===== src/hdl/dftfi_pkg.sv =====
// ----------------------------------------------------------------------------
// dftfi_pkg: shared types and constants of the DFT engine
// Holds the controller-to-datapath command bundle and the Q1.14 sine table.
// ----------------------------------------------------------------------------
package dftfi_pkg;

    localparam int SAMPLE_W  = 16;  // Q2.13 sample and result width
    localparam int INDEX_W   = 4;   // width of the reported bin index
    localparam int DIV_STEPS = 16;  // quotient bits of the 1/N scaling

    // Command bundle from the controller to the datapath
    typedef struct packed {
        logic wr_en;       // write one sample beat into the store
        logic new_block;   // block complete: reset twiddle step and phase
        logic next_bin;    // advance the twiddle step to the next bin
        logic issue;       // read one sample and its twiddle
        logic first;       // this term opens a new sum
        logic post_load;   // capture the finished sums for scaling
        logic bin_last;    // captured bin closes the block
        logic post_prep;   // range check and 1/N operand setup
        logic div_step;    // reciprocal multiply for the 1/N scaling
        logic post_fin;    // form the output beat
        logic inverse;     // transform direction of the current block
    } cmd_t;

    // Quarter wave of round(16384 * sin), 17 points
    function automatic logic [14:0] quarter_sine(input logic [4:0] idx);
        logic [14:0] v;
        unique case (idx)
            5'd0:    v = 15'd0;
            5'd1:    v = 15'd1606;
            5'd2:    v = 15'd3196;
            5'd3:    v = 15'd4756;
            5'd4:    v = 15'd6270;
            5'd5:    v = 15'd7723;
            5'd6:    v = 15'd9102;
            5'd7:    v = 15'd10394;
            5'd8:    v = 15'd11585;
            5'd9:    v = 15'd12665;
            5'd10:   v = 15'd13623;
            5'd11:   v = 15'd14449;
            5'd12:   v = 15'd15137;
            5'd13:   v = 15'd15679;
            5'd14:   v = 15'd16069;
            5'd15:   v = 15'd16305;
            5'd16:   v = 15'd16384;
            default: v = 15'd0;
        endcase
        return v;
    endfunction

    // Sine on a 64-step circle, Q1.14
    function automatic logic signed [15:0] sine64(input logic [5:0] step);
        logic [4:0]         idx;
        logic signed [15:0] mag;
        idx = step[4] ? (5'd16 - {1'b0, step[3:0]}) : {1'b0, step[3:0]};
        mag = $signed({1'b0, quarter_sine(idx)});
        return step[5] ? -mag : mag;
    endfunction

endpackage


===== src/hdl/dftfi_ram.sv =====
// ----------------------------------------------------------------------------
// dftfi_ram: generic single-port-write, single-port-read RAM
// One write and one registered read per cycle.
// ----------------------------------------------------------------------------
module dftfi_ram #(
    parameter int WIDTH = 32,
    parameter int DEPTH = 16
) (
    input  logic                     aclk,
    input  logic                     we,
    input  logic [$clog2(DEPTH)-1:0] waddr,
    input  logic [WIDTH-1:0]         wdata,
    input  logic [$clog2(DEPTH)-1:0] raddr,
    output logic [WIDTH-1:0]         rdata
);

    logic [WIDTH-1:0] mem [DEPTH];

    always_ff @(posedge aclk) begin
        if (we) begin
            mem[waddr] <= wdata;
        end
        rdata <= mem[raddr];
    end

endmodule


===== src/hdl/dftfi_ctrl.sv =====
// ----------------------------------------------------------------------------
// dftfi_ctrl: sequencing of load, accumulate and scaling
// Main FSM walks load, per-bin accumulation and handoff; a second FSM runs
// the scaling steps and the output beat.
// ----------------------------------------------------------------------------
module dftfi_ctrl #(
    parameter int POINTS = 16
) (
    input  logic                      aclk,
    input  logic                      aresetn,
    input  logic                      cfg_valid,
    output logic                      cfg_ready,
    input  logic                      cfg_inverse_mode,
    input  logic                      s_valid,
    output logic                      s_ready,
    output logic                      m_valid,
    input  logic                      m_ready,
    output dftfi_pkg::cmd_t           cmd,
    output logic [$clog2(POINTS)-1:0] wr_addr,
    output logic [$clog2(POINTS)-1:0] rd_addr,
    output logic [$clog2(POINTS)-1:0] bin_idx
);

    localparam int IDX_W = $clog2(POINTS);
    localparam logic [IDX_W-1:0] LAST_IDX = IDX_W'(POINTS - 1);

    typedef enum logic [3:0] {
        ST_LOAD  = 4'b0001,
        ST_MAC   = 4'b0010,
        ST_DRAIN = 4'b0100,
        ST_HAND  = 4'b1000
    } state_t;

    typedef enum logic [4:0] {
        PS_IDLE = 5'b00001,
        PS_PREP = 5'b00010,
        PS_DIV  = 5'b00100,
        PS_FIN  = 5'b01000,
        PS_HOLD = 5'b10000
    } post_state_t;

    state_t      state_reg, state_next;
    post_state_t ps_reg, ps_next;

    logic [IDX_W-1:0] wr_cnt_reg, wr_cnt_next;
    logic [IDX_W-1:0] n_reg, n_next;
    logic [IDX_W-1:0] k_reg, k_next;
    logic             drain_reg, drain_next;
    logic             inv_cfg_reg, inv_cfg_next;
    logic             inv_blk_reg, inv_blk_next;

    logic load_beat;
    logic post_load;

    assign cfg_ready = 1'b1;
    assign s_ready   = (state_reg == ST_LOAD);
    assign m_valid   = (ps_reg == PS_HOLD);
    assign load_beat = s_valid && s_ready;
    assign post_load = (state_reg == ST_HAND) && (ps_reg == PS_IDLE);

    assign wr_addr = wr_cnt_reg;
    assign rd_addr = n_reg;
    assign bin_idx = k_reg;

    always_comb begin
        cmd           = '0;
        cmd.wr_en     = load_beat;
        cmd.new_block = load_beat && (wr_cnt_reg == LAST_IDX);
        cmd.issue     = (state_reg == ST_MAC);
        cmd.first     = (n_reg == '0);
        cmd.post_load = post_load;
        cmd.bin_last  = (k_reg == LAST_IDX);
        cmd.next_bin  = post_load && (k_reg != LAST_IDX);
        cmd.post_prep = (ps_reg == PS_PREP);
        cmd.div_step  = (ps_reg == PS_DIV);
        cmd.post_fin  = (ps_reg == PS_FIN);
        cmd.inverse   = inv_blk_reg;
    end

    // Main sequencer
    always_comb begin
        state_next   = state_reg;
        wr_cnt_next  = wr_cnt_reg;
        n_next       = n_reg;
        k_next       = k_reg;
        drain_next   = drain_reg;
        inv_cfg_next = cfg_valid ? cfg_inverse_mode : inv_cfg_reg;
        inv_blk_next = inv_blk_reg;
        unique case (state_reg)
            ST_LOAD: begin
                if (load_beat) begin
                    if (wr_cnt_reg == LAST_IDX) begin
                        wr_cnt_next  = '0;
                        n_next       = '0;
                        k_next       = '0;
                        inv_blk_next = inv_cfg_reg;
                        state_next   = ST_MAC;
                    end else begin
                        wr_cnt_next = wr_cnt_reg + 1'b1;
                    end
                end
            end
            ST_MAC: begin
                if (n_reg == LAST_IDX) begin
                    drain_next = 1'b0;
                    state_next = ST_DRAIN;
                end else begin
                    n_next = n_reg + 1'b1;
                end
            end
            ST_DRAIN: begin
                drain_next = 1'b1;
                if (drain_reg) begin
                    state_next = ST_HAND;
                end
            end
            ST_HAND: begin
                if (post_load) begin
                    if (k_reg == LAST_IDX) begin
                        state_next = ST_LOAD;
                    end else begin
                        k_next     = k_reg + 1'b1;
                        n_next     = '0;
                        state_next = ST_MAC;
                    end
                end
            end
            default: state_next = ST_LOAD;
        endcase
    end

    // Scaling and output sequencer
    always_comb begin
        ps_next = ps_reg;
        unique case (ps_reg)
            PS_IDLE: begin
                if (post_load) begin
                    ps_next = PS_PREP;
                end
            end
            PS_PREP: ps_next = inv_blk_reg ? PS_FIN : PS_DIV;
            PS_DIV:  ps_next = PS_FIN;
            PS_FIN:  ps_next = PS_HOLD;
            PS_HOLD: begin
                if (m_ready) begin
                    ps_next = PS_IDLE;
                end
            end
            default: ps_next = PS_IDLE;
        endcase
    end

    always_ff @(posedge aclk) begin
        if (!aresetn) begin
            state_reg   <= ST_LOAD;
            ps_reg      <= PS_IDLE;
            wr_cnt_reg  <= '0;
            n_reg       <= '0;
            k_reg       <= '0;
            drain_reg   <= 1'b0;
            inv_cfg_reg <= 1'b0;
            inv_blk_reg <= 1'b0;
        end else begin
            state_reg   <= state_next;
            ps_reg      <= ps_next;
            wr_cnt_reg  <= wr_cnt_next;
            n_reg       <= n_next;
            k_reg       <= k_next;
            drain_reg   <= drain_next;
            inv_cfg_reg <= inv_cfg_next;
            inv_blk_reg <= inv_blk_next;
        end
    end

endmodule


===== src/hdl/dftfi_datapath.sv =====
// ----------------------------------------------------------------------------
// dftfi_datapath: sample store, twiddle phase, complex MAC and scaling
// Three-stage MAC followed by a reciprocal-multiply 1/N scaling in forward mode.
// ----------------------------------------------------------------------------
module dftfi_datapath #(
    parameter int POINTS = 16
) (
    input  logic                                    aclk,
    input  logic                                    aresetn,
    input  dftfi_pkg::cmd_t                         cmd,
    input  logic [$clog2(POINTS)-1:0]               wr_addr,
    input  logic [$clog2(POINTS)-1:0]               rd_addr,
    input  logic [$clog2(POINTS)-1:0]               bin_idx,
    input  logic signed [dftfi_pkg::SAMPLE_W-1:0]   s_in_re,
    input  logic signed [dftfi_pkg::SAMPLE_W-1:0]   s_in_im,
    output logic signed [dftfi_pkg::SAMPLE_W-1:0]   m_out_re,
    output logic signed [dftfi_pkg::SAMPLE_W-1:0]   m_out_im,
    output logic [dftfi_pkg::INDEX_W-1:0]           m_out_index,
    output logic                                    m_out_last
);

    localparam int SW    = dftfi_pkg::SAMPLE_W;
    localparam int IDX_W = $clog2(POINTS);
    localparam int ACC_W = 34 + IDX_W;
    localparam int UW    = ACC_W + 1 - 14;
    localparam int VW    = dftfi_pkg::DIV_STEPS + IDX_W;
    // floor(v / N) = (v * RECIP) >> RECIP_SH, exact for every v below 2**VW
    localparam int     RECIP_SH = VW + IDX_W;
    localparam longint RECIP_L  =
        ((longint'(1) <<< RECIP_SH) + longint'(POINTS) - 1) / longint'(POINTS);
    localparam logic [VW:0] RECIP = (VW + 1)'(RECIP_L);

    localparam logic [IDX_W-1:0]   HALF_P = IDX_W'(POINTS / 2);
    localparam logic [IDX_W-1:0]   R64    = IDX_W'(64 % POINTS);
    localparam logic [5:0]         Q64    = 6'((64 / POINTS) % 64);
    localparam logic [IDX_W:0]     P_EXT  = (IDX_W + 1)'(POINTS);
    localparam logic signed [ACC_W:0] HALF_FWD = (ACC_W + 1)'(POINTS * 8192);
    localparam logic signed [ACC_W:0] HALF_INV = (ACC_W + 1)'(8192);
    localparam logic signed [UW-1:0]  FWD_HI   = UW'(32768 * POINTS);
    localparam logic signed [UW-1:0]  FWD_LO   = UW'(-32768 * POINTS);
    localparam logic signed [UW-1:0]  INV_HI   = UW'(32767);
    localparam logic signed [UW-1:0]  INV_LO   = UW'(-32768);
    localparam logic signed [SW-1:0]  SAT_MAX  = SW'(32767);
    localparam logic signed [SW-1:0]  SAT_MIN  = SW'(-32768);

    // ---- sample store ----
    logic [2*SW-1:0] rd_data;
    logic signed [SW-1:0] rd_re, rd_im;

    dftfi_ram #(
        .WIDTH (2 * SW),
        .DEPTH (POINTS)
    ) u_store (
        .aclk  (aclk),
        .we    (cmd.wr_en),
        .waddr (wr_addr),
        .wdata ({s_in_im, s_in_re}),
        .raddr (rd_addr),
        .rdata (rd_data)
    );

    assign rd_re = $signed(rd_data[SW-1:0]);
    assign rd_im = $signed(rd_data[2*SW-1:SW]);

    // ---- twiddle phase: circle step plus remainder of k*n*64 + N/2 over N ----
    logic [5:0]       step_reg, dq_reg;
    logic [IDX_W-1:0] rem_ph_reg, dr_reg;
    logic [IDX_W:0]   ph_sum, dr_sum;
    logic             ph_carry, dr_carry;

    assign ph_sum   = {1'b0, rem_ph_reg} + {1'b0, dr_reg};
    assign ph_carry = (ph_sum >= P_EXT);
    assign dr_sum   = {1'b0, dr_reg} + {1'b0, R64};
    assign dr_carry = (dr_sum >= P_EXT);

    always_ff @(posedge aclk) begin
        if (cmd.new_block) begin
            dq_reg     <= '0;
            dr_reg     <= '0;
            step_reg   <= '0;
            rem_ph_reg <= HALF_P;
        end else if (cmd.next_bin) begin
            dq_reg     <= dq_reg + Q64 + 6'(dr_carry);
            dr_reg     <= dr_carry ? IDX_W'(dr_sum - P_EXT) : IDX_W'(dr_sum);
            step_reg   <= '0;
            rem_ph_reg <= HALF_P;
        end else if (cmd.issue) begin
            step_reg   <= step_reg + dq_reg + 6'(ph_carry);
            rem_ph_reg <= ph_carry ? IDX_W'(ph_sum - P_EXT) : IDX_W'(ph_sum);
        end
    end

    // ---- MAC pipeline ----
    logic signed [SW-1:0] sin1_reg, cos1_reg;
    logic                 v1_reg, first1_reg;
    logic signed [31:0]   pc2_reg, ps2_reg;
    logic                 v2_reg, first2_reg;
    logic signed [ACC_W-1:0] acc_re_reg, acc_im_reg;
    logic signed [ACC_W-1:0] term_re, term_im;

    always_ff @(posedge aclk) begin
        sin1_reg   <= dftfi_pkg::sine64(step_reg);
        cos1_reg   <= dftfi_pkg::sine64(step_reg + 6'd16);
        first1_reg <= cmd.first;
        pc2_reg    <= rd_re * cos1_reg;
        ps2_reg    <= (cmd.inverse ? rd_im : rd_re) * sin1_reg;
        first2_reg <= first1_reg;
    end

    always_ff @(posedge aclk) begin
        if (!aresetn) begin
            v1_reg <= 1'b0;
            v2_reg <= 1'b0;
        end else begin
            v1_reg <= cmd.issue;
            v2_reg <= v1_reg;
        end
    end

    always_comb begin
        term_re = cmd.inverse ? (ACC_W'(pc2_reg) - ACC_W'(ps2_reg)) : ACC_W'(pc2_reg);
        term_im = -ACC_W'(ps2_reg);
    end

    always_ff @(posedge aclk) begin
        if (v2_reg) begin
            acc_re_reg <= first2_reg ? term_re : acc_re_reg + term_re;
            acc_im_reg <= first2_reg ? term_im : acc_im_reg + term_im;
        end
    end

    // ---- scaling: round, range check, divide by N (forward) ----
    logic signed [ACC_W:0]  half, t_re, t_im;
    logic signed [UW-1:0]   u_re_reg, u_im_reg;
    logic signed [UW-1:0]   v_re, v_im;
    logic                   hi_re_reg, lo_re_reg, hi_im_reg, lo_im_reg;
    logic [VW-1:0]          vq_re_reg, vq_im_reg;
    logic [2*VW:0]          prod_re, prod_im;
    logic [SW-1:0]          quo_re_reg, quo_im_reg;
    logic [dftfi_pkg::INDEX_W-1:0] idx_reg;
    logic                   last_reg;
    logic signed [SW-1:0]   out_re_reg, out_im_reg;

    assign half = cmd.inverse ? HALF_INV : HALF_FWD;
    assign t_re = $signed({acc_re_reg[ACC_W-1], acc_re_reg}) + half;
    assign t_im = $signed({acc_im_reg[ACC_W-1], acc_im_reg}) + half;
    assign v_re = u_re_reg - FWD_LO;
    assign v_im = u_im_reg - FWD_LO;

    assign prod_re = (2*VW+1)'(vq_re_reg) * (2*VW+1)'(RECIP);
    assign prod_im = (2*VW+1)'(vq_im_reg) * (2*VW+1)'(RECIP);

    always_ff @(posedge aclk) begin
        if (cmd.post_load) begin
            u_re_reg <= t_re[ACC_W:14];
            u_im_reg <= t_im[ACC_W:14];
            idx_reg  <= dftfi_pkg::INDEX_W'(bin_idx);
            last_reg <= cmd.bin_last;
        end
        if (cmd.post_prep) begin
            if (cmd.inverse) begin
                hi_re_reg  <= (u_re_reg > INV_HI);
                lo_re_reg  <= (u_re_reg < INV_LO);
                quo_re_reg <= u_re_reg[SW-1:0];
            end else begin
                hi_re_reg  <= (u_re_reg >= FWD_HI);
                lo_re_reg  <= (u_re_reg < FWD_LO);
            end
            hi_im_reg <= (u_im_reg >= FWD_HI);
            lo_im_reg <= (u_im_reg < FWD_LO);
            vq_re_reg <= v_re[VW-1:0];
            vq_im_reg <= v_im[VW-1:0];
        end else if (cmd.div_step) begin
            quo_re_reg <= prod_re[RECIP_SH +: SW];
            quo_im_reg <= prod_im[RECIP_SH +: SW];
        end
        if (cmd.post_fin) begin
            // the forward quotient is biased by 32768: flip its top bit
            if (hi_re_reg) begin
                out_re_reg <= SAT_MAX;
            end else if (lo_re_reg) begin
                out_re_reg <= SAT_MIN;
            end else if (cmd.inverse) begin
                out_re_reg <= $signed(quo_re_reg);
            end else begin
                out_re_reg <= $signed({~quo_re_reg[SW-1], quo_re_reg[SW-2:0]});
            end
            if (cmd.inverse) begin
                out_im_reg <= '0;
            end else if (hi_im_reg) begin
                out_im_reg <= SAT_MAX;
            end else if (lo_im_reg) begin
                out_im_reg <= SAT_MIN;
            end else begin
                out_im_reg <= $signed({~quo_im_reg[SW-1], quo_im_reg[SW-2:0]});
            end
        end
    end

    assign m_out_re    = out_re_reg;
    assign m_out_im    = out_im_reg;
    assign m_out_index = idx_reg;
    assign m_out_last  = last_reg;

endmodule


===== src/hdl/dft_engine_forward_inverse.sv =====
// ----------------------------------------------------------------------------
// dft_engine_forward_inverse: direct-sum DFT engine, forward and inverse
// Load takes one sample beat per cycle; a block of POINTS beats starts the sums.
// The bins take the shared MAC in turn; scaling (prep, reciprocal multiply in
// forward mode only, then format) overlaps the next bin, which waits in handoff
// until the scaling sequencer is idle, so a held output beat stalls the sums.
// Reset empties the block and selects forward mode.
// ----------------------------------------------------------------------------
module dft_engine_forward_inverse #(
    parameter int POINTS = 16
) (
    input  logic                                  aclk,
    input  logic                                  aresetn,
    // configuration write channel: one register, inverse_mode
    input  logic                                  cfg_valid,
    output logic                                  cfg_ready,
    input  logic                                  cfg_inverse_mode,
    // sample input channel
    input  logic                                  s_valid,
    output logic                                  s_ready,
    input  logic signed [dftfi_pkg::SAMPLE_W-1:0] s_in_re,
    input  logic signed [dftfi_pkg::SAMPLE_W-1:0] s_in_im,
    // result output channel
    output logic                                  m_valid,
    input  logic                                  m_ready,
    output logic signed [dftfi_pkg::SAMPLE_W-1:0] m_out_re,
    output logic signed [dftfi_pkg::SAMPLE_W-1:0] m_out_im,
    output logic [dftfi_pkg::INDEX_W-1:0]         m_out_index,
    output logic                                  m_out_last
);

    // Structure:
    //   - the controller counts load beats, walks bin k and term n, and
    //     runs a separate scaling sequencer that owns the output beat
    //   - the datapath keeps the sample store (one RAM, one write and one
    //     registered read per cycle), the twiddle phase, the complex MAC
    //     and the rounding, saturation and 1/N reciprocal multiply
    // Twiddle phase advances by k*64/N circle steps per term, kept as an
    // integer step plus a remainder below N, so no divider sits in the loop.
    // The output register holds its beat while the next bin accumulates;
    // a new bin is handed over only once the scaling stage is free.

    localparam int IDX_W = $clog2(POINTS);

    dftfi_pkg::cmd_t  cmd;
    logic [IDX_W-1:0] wr_addr;
    logic [IDX_W-1:0] rd_addr;
    logic [IDX_W-1:0] bin_idx;

    dftfi_ctrl #(
        .POINTS (POINTS)
    ) u_ctrl (
        .aclk             (aclk),
        .aresetn          (aresetn),
        .cfg_valid        (cfg_valid),
        .cfg_ready        (cfg_ready),
        .cfg_inverse_mode (cfg_inverse_mode),
        .s_valid          (s_valid),
        .s_ready          (s_ready),
        .m_valid          (m_valid),
        .m_ready          (m_ready),
        .cmd              (cmd),
        .wr_addr          (wr_addr),
        .rd_addr          (rd_addr),
        .bin_idx          (bin_idx)
    );

    dftfi_datapath #(
        .POINTS (POINTS)
    ) u_datapath (
        .aclk        (aclk),
        .aresetn     (aresetn),
        .cmd         (cmd),
        .wr_addr     (wr_addr),
        .rd_addr     (rd_addr),
        .bin_idx     (bin_idx),
        .s_in_re     (s_in_re),
        .s_in_im     (s_in_im),
        .m_out_re    (m_out_re),
        .m_out_im    (m_out_im),
        .m_out_index (m_out_index),
        .m_out_last  (m_out_last)
    );

endmodule

===== config.mk =====
export PLATFORM = sky130hd
export DESIGN_NAME = dft_engine_forward_inverse
export DESIGN_NICKNAME = d
export VERILOG_FILES = /design/src/hdl/dftfi_pkg.sv /design/src/hdl/dftfi_ram.sv /design/src/hdl/dftfi_ctrl.sv /design/src/hdl/dftfi_datapath.sv /design/src/hdl/dft_engine_forward_inverse.sv
export SDC_FILE = /design/constraint.sdc
export NUM_CORES = 2
export LEC_CHECK = 0
export ABC_CLOCK_PERIOD_IN_PS = 13400
export BUFFER_PORTS_ARGS = -buffer_cell sky130_fd_sc_hd__buf_2
export CAP_MARGIN = 10
export CORE_ASPECT_RATIO = 0.8
export CORE_MARGIN = 10
export CORE_UTILIZATION = 50
export DETAILED_ROUTE_END_ITERATION = 10
export GPL_ROUTABILITY_DRIVEN = 0
export PLACE_DENSITY = 0.66
export SLEW_MARGIN = 20
export SYNTH_ARGS = -nofsm -noshare
export SYNTH_HDL_FRONTEND = slang
export SYNTH_SLANG_ARGS = --single-unit

===== constraint.sdc =====
create_clock -name aclk -period 13.4 [get_ports aclk]
set_input_delay 1.34 -clock aclk [delete_from_list [all_inputs] [get_ports aclk]]
set_output_delay 1.34 -clock aclk [all_outputs]
set_load 0.05 [all_outputs]

==> reports/results.ini <==
[job]
drv_cap=0

[critical_path]
required_ns=13.96
crit_path_frequent_cell=sky130_fd_sc_hd__fa_1
worstPathMaxFanout=17
crit_path_max_incr_delay_ns=1.01
end_kind=register
timing_worst_setup_path_type=register to register
startpoint_type=register
worstRegToRegCells=23
regToRegEndpoint=u_datapath.ps2_reg[31]
timing.critical_path.slowest_stage_cell=sky130_fd_sc_hd__dfxtp_1
cp_data_arrival_time_ns=8.13
rrSetupSlack_ns=5.83
worst_r2r_startpoint=u_datapath.u_store.rdata[7]
path_cells=mux2_2 > nand2_1 > fa_1 > inv_1 > fa_1 > inv_1 > fa_1 > inv_1 > fa_1 > fa_1 > inv_1 > fa_1 > inv_1 > ha_1 > a21o_1 > or3b_2 > a21oi_1 > o21ai_0 > a221o_1 > nand4_1 > nand4b_1 > a21oi_1 > xnor2_1
setup_crit_start=u_datapath.u_store.rdata[7]

[worst_hold_path]
min_to=u_datapath.first2_reg
hold_crit_depth=0
min_path_type=register to register
hold_path_start=u_datapath.first1_reg

[sta]
max-slew-margin-rel_pct=30.0
post-route-min-period_ns=7.57
fin_setup_tns_ns=0
hold_viol_final=0
finalCritPeriodShare_pct=56.5
timing.clock.skew_ns=0.0566
timing.fmax_mhz=132
rsz0062_at_grt=false
timing_worst_slew_pin_value_ns=1.05
slew_violations=0
finalSetupViolCount=0

[placement]
detailedPlacementHpwl_um=99400
port_buffers=76

[clock_network]
clock_insertion_delay_worst_skew_ns=0.73
postCtsHoldBufs=0
postCtsSetupBuffers=0
tritoncts_clock_tree=done
worst_setup_hold_path_clk_slew_ns=0.07
h_tree_levels=3
postCtsResizedCells=0
ctsLongestPathBuffers=3
tritoncts.num_buffers=91
clock-sinks=903
clock_tree.root_cell=sky130_fd_sc_hd__clkbuf_16

[route]
first_pass_iters=5
post_drt_wl_per_cell_um=21.4
vias=37000
drt_wl_total_um=140000
detailedRoute.firstIterationViolations=3346
detail_route.drc_violations=0
ant_nets=0
vias_per_cell=5.63

[outcome]
run_status=complete, no violations

[global_routing]
wire_length_of_the_first_global_routing_pass_um=221000
gr-max-usage-layer=met2
overflow=0
use_met1_pct=31.2
met3_routing_resource_usage_after_global_routing_pct=5.28
antenna_found_initial=14
first_global_vias=37300
grt.met2_usage_pct=32.2
global_route.usage.total_pct=21.4
grt_start_max_net_pins=62

[synthesis]
post_synthesis_net_count=5749
syn_area_mm2=0.0592
synthFlopType=sky130_fd_sc_hd__edfxtp_1
synth_edf_count=739
seq_area_frac_synth_pct=43.0
synth-warning-count=0
synth.lib_cells_used.distinct=82
async_flop_share_pct=0
synthesis.instances=4894
count_of_state_elements_after_synthesis=903
post_synth.cell_area_avg_um2=12.1

[final_layout]
drive_above_1_share_pct=10.6
fillerInstances=9667
nNetsFinal=5808
largest_register_ffs=512
syn2layout_area_growth_pct=8.93

[die]
number_of_rows_in_the_core_area=112
die_height_um=328
design.portCount=78
design.die.area_mm2=0.133
die_span_in_x_um=405
floorplan.initialDensity_pct=50.6
fp.coreArea_mm2=0.117

[critical path, delay by kind of cell, from the launching register on]
family                     cells  cell delay [ns]
and+or+nand+nor                4             0.81
muxes                          1             0.60
adders and majority gates      7             3.48
xor gates and xnor gates       1             0.09
DFF                            1             1.01
AOI/OAI and AO/OA              5             1.15
buffers and inverters          5             0.24
[cell type report]
| cell class | count | area [µm²] | area share (%) |
|---|---|---|---|
| multi-input combinational | 3146 | 30700 | 47.6 |
| sequential | 903 | 25500 | 39.5 |
| inverter | 687 | 2580 | 4.00 |
| clock buffer | 115 | 2550 | 3.96 |
| tap | 1539 | 1930 | 2.98 |
| timing repair buffer | 124 | 741 | 1.15 |
| clock inverter | 54 | 508 | 0.787 |
| antenna | 4 | 10.0 | 0.0155 |
[cell usage in the layout, fill, tap and decap left out, drive strengths merged, types with 44 or more instances in the layout]
master and count:
ha 289, clkinv 44, fa 528, a21oi 193, and2 242, mux2 49
nand3 48, xor2 66, xnor2 179, o21ai 144, dfxtp 164, clkbuf 115
inv 692, nand2 479, mux4 160, nor2 208, a21o 80, buf 124
edfxtp 739, nor3 49
[cells in the mapped netlist, types with 21 or more instances]
library cell | count | area (µm²)
sky130_fd_sc_hd__o21ai_0 | 144 | 721
sky130_fd_sc_hd__fa_1 | 528 | 10600
sky130_fd_sc_hd__mux2_2 | 49 | 552
sky130_fd_sc_hd__xnor2_1 | 179 | 1570
sky130_fd_sc_hd__mux4_2 | 160 | 3600
sky130_fd_sc_hd__nand2_1 | 479 | 1800
sky130_fd_sc_hd__nor2b_1 | 31 | 194
sky130_fd_sc_hd__nand2b_1 | 31 | 194
sky130_fd_sc_hd__nor2_1 | 208 | 781
sky130_fd_sc_hd__nand3_1 | 48 | 240
sky130_fd_sc_hd__xor2_1 | 66 | 578
sky130_fd_sc_hd__a21oi_1 | 193 | 966
sky130_fd_sc_hd__and3_1 | 25 | 156
sky130_fd_sc_hd__inv_1 | 685 | 2570
sky130_fd_sc_hd__o21bai_1 | 25 | 188
sky130_fd_sc_hd__clkbuf_1 | 132 | 495
sky130_fd_sc_hd__and2_1 | 240 | 1500
sky130_fd_sc_hd__nand4_1 | 28 | 175
sky130_fd_sc_hd__a21o_1 | 80 | 601
sky130_fd_sc_hd__edfxtp_1 | 739 | 22200
sky130_fd_sc_hd__nor3_1 | 48 | 240
sky130_fd_sc_hd__dfxtp_1 | 164 | 3280
sky130_fd_sc_hd__buf_1 | 22 | 82.6
sky130_fd_sc_hd__ha_1 | 289 | 3620
sky130_fd_sc_hd__o21a_1 | 28 | 210
sky130_fd_sc_hd__a211oi_1 | 32 | 240
sky130_fd_sc_hd__a31oi_1 | 21 | 131
[per-stage QoR]
step | hold slack (ns) | utilization, % | instances | worst slack [ns] | instance area, µm²
2_1_floorplan | 0.310 | - | 4894 | 6.52 | 59200
3_3_place_gp | 0.310 | 52.4 | 6399 | 6.00 | 61400
3_5_place_dp | 0.313 | 52.4 | 6399 | 5.95 | 61400
4_1_cts | 0.327 | 55.1 | 6568 | 5.91 | 64500
5_1_grt | 0.340 | 55.1 | 6569 | 5.51 | 64500
6_report | 0.327 | 55.1 | 6572 | 5.83 | 64500
[worst max-delay path by stage]
stage,to,slack [ns],cells past startpoint
global route,u_datapath.ps2_reg[30],5.51,23
global placement,u_datapath.ps2_reg[31],6.00,23
detailed placement,u_datapath.ps2_reg[31],5.95,23
floorplan,u_datapath.ps2_reg[30],6.52,25
finish,u_datapath.ps2_reg[31],5.83,23
CTS,u_datapath.ps2_reg[31],5.91,23
[per-layer routing]
layer  vias to the layer above  share of wire (%)  routed length (µm)
li1                      16900                  -                   -
met5                         -              0.033                  46
met1                     18600                 45               63100
met2                      1327                 44               61500
met4                         8                2.1                2990
met3                       188                9.1               12700
[cell families (layout without fill, tap and decap cells)]
logic type | count (synthesis) | count (layout) | synth area share, %
other cells | 2 | 6 | 0.0127
mux | 218 | 218 | 7.17
xor+xnor | 245 | 245 | 3.62
simple gates | 1215 | 1215 | 9.91
compound gates | 649 | 649 | 6.93
buf+inv | 845 | 980 | 5.39
flops | 903 | 903 | 43.0
fa+ha+maj | 817 | 817 | 24.0
Power is not shown: default switching activity piles up to over one toggle a cycle in this logic, so the estimate is an artifact.
